## src/sv/wud_pkg.sv

```systemverilog
// Shared constants, payload structs and sequencer states for the 128-bit divider.
package wud_pkg;

	localparam int FIELD_W = 64;
	localparam int FULL_W  = 2 * FIELD_W;
	localparam int WIDTH   = 128;
	localparam int CNT_W   = $clog2(WIDTH);

	typedef struct packed {
		logic [FIELD_W-1:0] dividend_lo;
		logic [FIELD_W-1:0] dividend_hi;
		logic [FIELD_W-1:0] divisor_lo;
		logic [FIELD_W-1:0] divisor_hi;
	} operands_t;

	typedef struct packed {
		logic [FIELD_W-1:0] quotient_lo;
		logic [FIELD_W-1:0] quotient_hi;
		logic [FIELD_W-1:0] remainder_lo;
		logic [FIELD_W-1:0] remainder_hi;
		logic               divide_by_zero;
	} result_t;

	typedef enum logic {
		ST_IDLE,
		ST_RUN
	} state_t;

endpackage

```

## src/sv/wud_step.sv

```systemverilog
// One radix-2 division step: shift in a dividend bit, trial subtract, retire a quotient bit.
module wud_step (
	input  logic [wud_pkg::WIDTH-1:0] rem,
	input  logic [wud_pkg::WIDTH-1:0] nq,
	input  logic [wud_pkg::WIDTH-1:0] div,
	output logic [wud_pkg::WIDTH-1:0] rem_nx,
	output logic [wud_pkg::WIDTH-1:0] nq_nx
);
	import wud_pkg::*;

	logic [WIDTH:0] shifted;
	logic [WIDTH:0] diff;
	logic           ge;

	// nq holds the unconsumed dividend bits on top and the quotient bits below
	assign shifted = {rem, nq[WIDTH-1]};
	assign diff    = shifted - {1'b0, div};
	assign ge      = ~diff[WIDTH];

	assign rem_nx = ge ? diff[WIDTH-1:0] : shifted[WIDTH-1:0];
	assign nq_nx  = {nq[WIDTH-2:0], ge};

endmodule

```

## src/sv/wide_unsigned_divider_128.sv

```systemverilog
// Top level of the iterative 128-bit unsigned divider.
//
// Usage:
//   Drive operands and raise start; the beat is taken at a clock edge where
//   start is high and busy is low. busy stays high while the division runs.
//   The quotient and remainder appear on result, marked by done, which is high
//   for exactly one cycle. The receiver has no way to hold a result off.
// Iteration:
//   A nonzero divisor keeps busy high while the steps run, one quotient bit per
//   cycle through the shared subtract/compare step unit; done rises in the
//   cycle after the last step. A new item may be started in that cycle, but
//   none is taken while a division still runs.
//   A zero divisor skips the iteration: done rises the cycle after the
//   beat, with divide_by_zero set, quotient zero and remainder the dividend.
// Reset:
//   arst_n clears the sequencer and done; no result is pending after reset.
module wide_unsigned_divider_128 (
	input  logic               clk,
	input  logic               arst_n,
	input  logic               start,
	output logic               busy,
	input  wud_pkg::operands_t operands,
	output logic               done,
	output wud_pkg::result_t   result
);
	import wud_pkg::*;

	state_t           state_q, state_nx;
	logic [CNT_W-1:0] cnt_q;
	logic [WIDTH-1:0] rem_q, nq_q, div_q;
	logic [WIDTH-1:0] rem_nx, nq_nx;
	logic [WIDTH-1:0] dividend_in, divisor_in;
	logic [FULL_W-1:0] q_full, r_full, n_full;
	logic             accept, last, div_zero;
	logic             done_q;
	result_t          result_q;

	assign dividend_in = WIDTH'({operands.dividend_hi, operands.dividend_lo});
	assign divisor_in  = WIDTH'({operands.divisor_hi, operands.divisor_lo});
	assign div_zero    = (divisor_in == '0);
	assign accept      = start && !busy;
	assign last        = (cnt_q == '0);

	wud_step u_step (
		.rem    (rem_q),
		.nq     (nq_q),
		.div    (div_q),
		.rem_nx (rem_nx),
		.nq_nx  (nq_nx)
	);

	assign q_full = FULL_W'(nq_nx);
	assign r_full = FULL_W'(rem_nx);
	assign n_full = FULL_W'(dividend_in);

	always_comb begin
		state_nx = state_q;
		busy     = 1'b0;
		unique case (state_q)
			ST_IDLE: begin
				if (start && !div_zero) begin
					state_nx = ST_RUN;
				end
			end
			ST_RUN: begin
				busy = 1'b1;
				if (last) begin
					state_nx = ST_IDLE;
				end
			end
			default: state_nx = ST_IDLE;
		endcase
	end

	always_ff @(posedge clk or negedge arst_n) begin
		if (!arst_n) begin
			state_q <= ST_IDLE;
			cnt_q   <= '0;
			done_q  <= 1'b0;
		end else begin
			state_q <= state_nx;
			done_q  <= 1'b0;
			if (accept) begin
				cnt_q  <= CNT_W'(WIDTH - 1);
				done_q <= div_zero;
			end else if (state_q == ST_RUN) begin
				cnt_q <= cnt_q - 1'b1;
				done_q <= last;
			end
		end
	end

	always_ff @(posedge clk) begin
		if (accept) begin
			rem_q <= '0;
			nq_q  <= dividend_in;
			div_q <= divisor_in;
			if (div_zero) begin
				result_q.quotient_lo    <= '0;
				result_q.quotient_hi    <= '0;
				result_q.remainder_lo   <= n_full[FIELD_W-1:0];
				result_q.remainder_hi   <= n_full[FULL_W-1:FIELD_W];
				result_q.divide_by_zero <= 1'b1;
			end
		end else if (state_q == ST_RUN) begin
			rem_q <= rem_nx;
			nq_q  <= nq_nx;
			if (last) begin
				result_q.quotient_lo    <= q_full[FIELD_W-1:0];
				result_q.quotient_hi    <= q_full[FULL_W-1:FIELD_W];
				result_q.remainder_lo   <= r_full[FIELD_W-1:0];
				result_q.remainder_hi   <= r_full[FULL_W-1:FIELD_W];
				result_q.divide_by_zero <= 1'b0;
			end
		end
	end

	assign done   = done_q;
	assign result = result_q;

endmodule
```

## config.mk

```make
export PLATFORM = sky130hd
export DESIGN_NAME = wide_unsigned_divider_128
export DESIGN_NICKNAME = d
export VERILOG_FILES = /design/src/sv/wud_pkg.sv /design/src/sv/wud_step.sv /design/src/sv/wide_unsigned_divider_128.sv
export SDC_FILE = /design/constraint.sdc
export NUM_CORES = 1
export LEC_CHECK = 0
export BUFFER_PORTS_ARGS = -buffer_cell sky130_fd_sc_hd__clkbuf_2
export CAP_MARGIN = 25
export CORE_UTILIZATION = 26
export CTS_BUF_LIST = sky130_fd_sc_hd__clkbuf_8 sky130_fd_sc_hd__clkbuf_16
export DETAILED_ROUTE_END_ITERATION = 12
export MAX_ROUTING_LAYER = met4
export PLACE_DENSITY_LB_ADDON = 0.3
export REMOVE_ABC_BUFFERS = 1
export SETUP_SLACK_MARGIN = 0.15
export SLEW_MARGIN = 0
export SYNTH_ARGS = -nofsm -noshare
export SYNTH_HDL_FRONTEND = slang
export SYNTH_HIERARCHICAL = 1
export SYNTH_SLANG_ARGS = --single-unit
export TNS_END_PERCENT = 100
```

## constraint.sdc

```tcl
create_clock -name clk -period 27.1 [get_ports clk]
set_input_delay 5.42 -clock clk [delete_from_list [all_inputs] [get_ports clk]]
set_output_delay 5.42 -clock clk [all_outputs]
set_load 0.005 [all_outputs]
```

==> results.txt <==
The run finished with clean final reports. The clock-pin slew on the worst setup and hold paths is 0.06 ns. The average wire per cell in the routed design came out at 20.53 microns.

The final worst clock skew came out at around 0.028 ns. The power density normalized to cell area is roughly 96 mW/mm^2. The max-slew violation count is 0. The layout overhead on the synthesized area is 17.74%. The reported max-cap violation count is 0. The fraction of registers with async set or reset after synthesis is 0.01385. The number of antenna violations at the first check in global routing came to 12. The minimum setup slack after placement is about 17 ns. The worst reg-to-reg setup slack came out at approximately 22 ns.

Dividing the synthesized area by the synthesized cell count gives approximately 9.4 sq um. After detailed routing, the number of remaining DRC violations is 0. The unique cell type count in the Yosys netlist is 83. The wire length reported by the detailed router came out at 122100 microns. The largest net degree at the start of global routing is around 170. The total vias in the final route came out at around 28000. The number of detailed-route iterations in the first pass came out at 6.

The completed layout was analyzed and its total power is 3.984 mW. The tightest hold margin came out at between 0.4 and 0.5 ns. For the worst setup path, the data required time is ~27 ns. The buffering stage count on the worst path with inverters included is 3.

The cell area after layout came out at between 0.04 and 0.05 sq mm. The count of H-tree levels built during CTS came out at 3. The worst setup path is captured at a flip-flop. In this run the clock root is driven by a sky130_fd_sc_hd__clkbuf_16.

During placement, the flow inserted port buffers numbering ~520. The routed design could run at a clock period as short as 9.561 ns. The net count of the finished layout came out at 4490.

The number of logic stages on the critical path including buffering is 8. The die width came out at between 300 and 400 microns. The first-pass GRT wire length came out at between 150000 and 200000 microns.

The number of setup buffers added after CTS is 0. The count of hold-fix buffers inserted at cts is 0. The HPWL after detailed placement is 93610 microns. Gates resized during post-CTS repair numbered 0.

The initial utilization of the core area, before any placement, comes to 0.2631. In the synthesized netlist the dominant register cell turns out to be sky130_fd_sc_hd__edfxtp_1. The clock drives 650 sinks. The endpoint arrival time on the critical path is 9.83 ns. The standard cell core area came out at approximately 0.13 sq mm.

The placed standard-cell area came out at a little under 0.04 sq mm. TritonCTS built the clock tree. The critical path's slowest cell is sky130_fd_sc_hd__nor4_1. The relative slew slack came out at 0.003811. The number of nets still failing antenna checks after routing is 0. Once layout is complete, the utilization of the core stands at 0.3097. The later-pin clock latency in the skew report is slightly below 0.7 ns. The slew at the pin closest to its max-slew limit is around 1.5 ns. The number of enable flip-flop cells after synthesis is 513.

In this run the count of I/O pins placed on the die edge is 518. In this design, the largest share of critical-path delay is due to simple AND/OR/NAND/NOR gates. Using the TritonRoute via totals, the vias-per-cell ratio works out to roughly 4.7. The largest voltage drop on the vdd net is ~0.042 mV. Fill cells in the final layout number ~14000. The warning count from the yosys run is 6.

The number of cells after detailed placement is 5781. After technology mapping, the gate count stands at 3762. The mapped cell area is 0.03524 sq mm. The delay of the slowest cell on the worst path came out at 1.00 ns. The total negative setup slack is 0 ns. The reported leakage power is 16.99 nW.

The cell count of the worst hold path came out at 2. The cell with the most instances on the worst path is sky130_fd_sc_hd__nor4_1. For this run, the total global-route usage over all layers was measured as 0.1782.

The via count of the first global-routing pass is between 20000 and 30000. The final clock period utilization by the worst path came out at 0.3528. The floorplan row count is ~130. The worst reg2reg path depth is 16.

For this block, the initial DRC count from the detailed router was roughly 2300. The die covers 0.1370 sq mm. The final instance count without filler cells came out at about 6000.

The die boundary height came out at between 300 and 400 microns. The setup slack of the critical path after layout came out at 17.54 ns. The kind of path behind the tightest hold check is flip-flop to flip-flop.

The total congestion overflow came out at 0. STA classifies the critical path startpoint as an input pin. The signal on the critical path passes through clkbuf_2 > nor4_1 > nand4_1 > nor4_1 > nand2_1 > o22ai_4 > buf_4 > buf_12. The synthesized flop and latch total came out at 650. The highest fanout seen on the critical path came out at around 170. The share of the Yosys chip area taken by registers is 0.5162. The final count of negative-setup-slack endpoints came out at 0. The maximum root-to-sink buffer count came out at 3. The number of buffers added by the clock tree synthesis step came out at 82.

The fraction of final layout cells sized beyond drive strength 1 is 0.1742. At the end of routability-driven placement, the weighted congestion stood at 0.9034. Static timing analysis puts the maximum clock frequency at roughly 100 MHz.

The critical path is of the input pin to flip-flop type. The count of endpoints failing hold in the final timing report is 0. Setup repair after global routing left no endpoint under its margin.
## worst min-delay path, delay by kind of cell, from the launching register on
| kind | cells | cell delay [ns] |
|---|---|---|
| AND/OR/NAND/NOR | 1 | 0.06 |
| flip-flops | 1 | 0.32 |
| AO/OA/AOI/OAI | 1 | 0.06 |
## cells by family after synthesis
kind of cell | synth area share
adders and majority gates | 0.04672
xor gates and xnor gates | 0.03107
and+or+nand+nor | 0.2063
AOI/OAI and AO/OA | 0.1310
buffers and inverters | 0.06682
muxes | 0.001882
DFF | 0.5162
## power by group
part	total [mW]	switching, mW	internal, mW
logic	1.43	0.922	0.508
registers	1.40	0.0843	1.32
clock network	1.15	0.464	0.689
total	3.98	1.47	2.51
## layout make-up
| type | instances | area, sq um | area share |
|---|---|---|---|
| multi-input cells | 2660 | 14740 | 0.3553 |
| diodes | 10 | 25.02 | 0.0006031 |
| well taps | 1768 | 2212 | 0.05331 |
| repair buffers | 544 | 2865 | 0.06905 |
| clock buffers | 85 | 2127 | 0.05126 |
| inverters | 162 | 623.1 | 0.01502 |
| flip-flops and latches | 650 | 18200 | 0.4385 |
| clock inverters | 67 | 703.2 | 0.01695 |
## cells in the final DEF (no fill, tap or decap), types with 107 or more instances in the layout
cell type / instances
sky130_fd_sc_hd__a21oi_1: 226
sky130_fd_sc_hd__o21ai_0: 271
sky130_fd_sc_hd__ha_1: 130
sky130_fd_sc_hd__o21ai_1: 107
sky130_fd_sc_hd__nand2b_1: 142
sky130_fd_sc_hd__edfxtp_1: 513
sky130_fd_sc_hd__nor2_1: 133
sky130_fd_sc_hd__nand2_1: 947
sky130_fd_sc_hd__dfxtp_1: 128
sky130_fd_sc_hd__clkbuf_2: 516
sky130_fd_sc_hd__inv_1: 167
sky130_fd_sc_hd__nor2b_1: 135
## routing by layer
layer  share of wire  global-route usage
met3           0.058             0.03856
met2            0.46              0.2784
met4           0.029             0.05475
met5               0                   -
met1            0.45              0.2291
## cell usage after synthesis, types with 23 or more instances
cell type / number / share of area
sky130_fd_sc_hd__o21bai_1: 32 / 0.0068
sky130_fd_sc_hd__nand2_1: 947 / 0.10
sky130_fd_sc_hd__nor3_1: 34 / 0.0048
sky130_fd_sc_hd__nor4_1: 48 / 0.0085
sky130_fd_sc_hd__inv_1: 159 / 0.017
sky130_fd_sc_hd__clkbuf_1: 94 / 0.010
sky130_fd_sc_hd__o21ai_0: 271 / 0.038
sky130_fd_sc_hd__dfxtp_1: 128 / 0.073
sky130_fd_sc_hd__xnor2_1: 76 / 0.019
sky130_fd_sc_hd__nor2_1: 133 / 0.014
sky130_fd_sc_hd__edfxtp_1: 513 / 0.44
sky130_fd_sc_hd__ha_1: 130 / 0.046
sky130_fd_sc_hd__nor2b_1: 135 / 0.024
sky130_fd_sc_hd__a21oi_1: 226 / 0.032
sky130_fd_sc_hd__o21a_1: 23 / 0.0049
sky130_fd_sc_hd__buf_2: 41 / 0.0058
sky130_fd_sc_hd__xor2_1: 49 / 0.012
sky130_fd_sc_hd__buf_4: 130 / 0.028
sky130_fd_sc_hd__o21ai_1: 107 / 0.015
sky130_fd_sc_hd__nand4_1: 72 / 0.013
sky130_fd_sc_hd__nand2b_1: 142 / 0.025
sky130_fd_sc_hd__a21o_1: 38 / 0.0081
## flip-flops by register name, indices dropped and copies added (netlist names)
signal,cells
result,257
div_q,128
nq_q,128
rem_q,128
cnt_q,7
done,1
state_q,1
## final timing paths
check | from | end
hold reg to reg | rem_q[106]$_SDFFE_PP0P_ | rem_q[106]$_SDFFE_PP0P_
setup / recovery | operands[124] | result[148]$_SDFFCE_PP0P_
min in group asynchronous | arst_n | done$_DFF_PN0_
max in group asynchronous | arst_n | state_q$_DFF_PN0_
hold / removal | rem_q[106]$_SDFFE_PP0P_ | rem_q[106]$_SDFFE_PP0P_
setup reg to reg | div_q[32]$_DFFE_PP_ | result[58]$_DFFE_PP_
(Power assumes the default switching activity.)
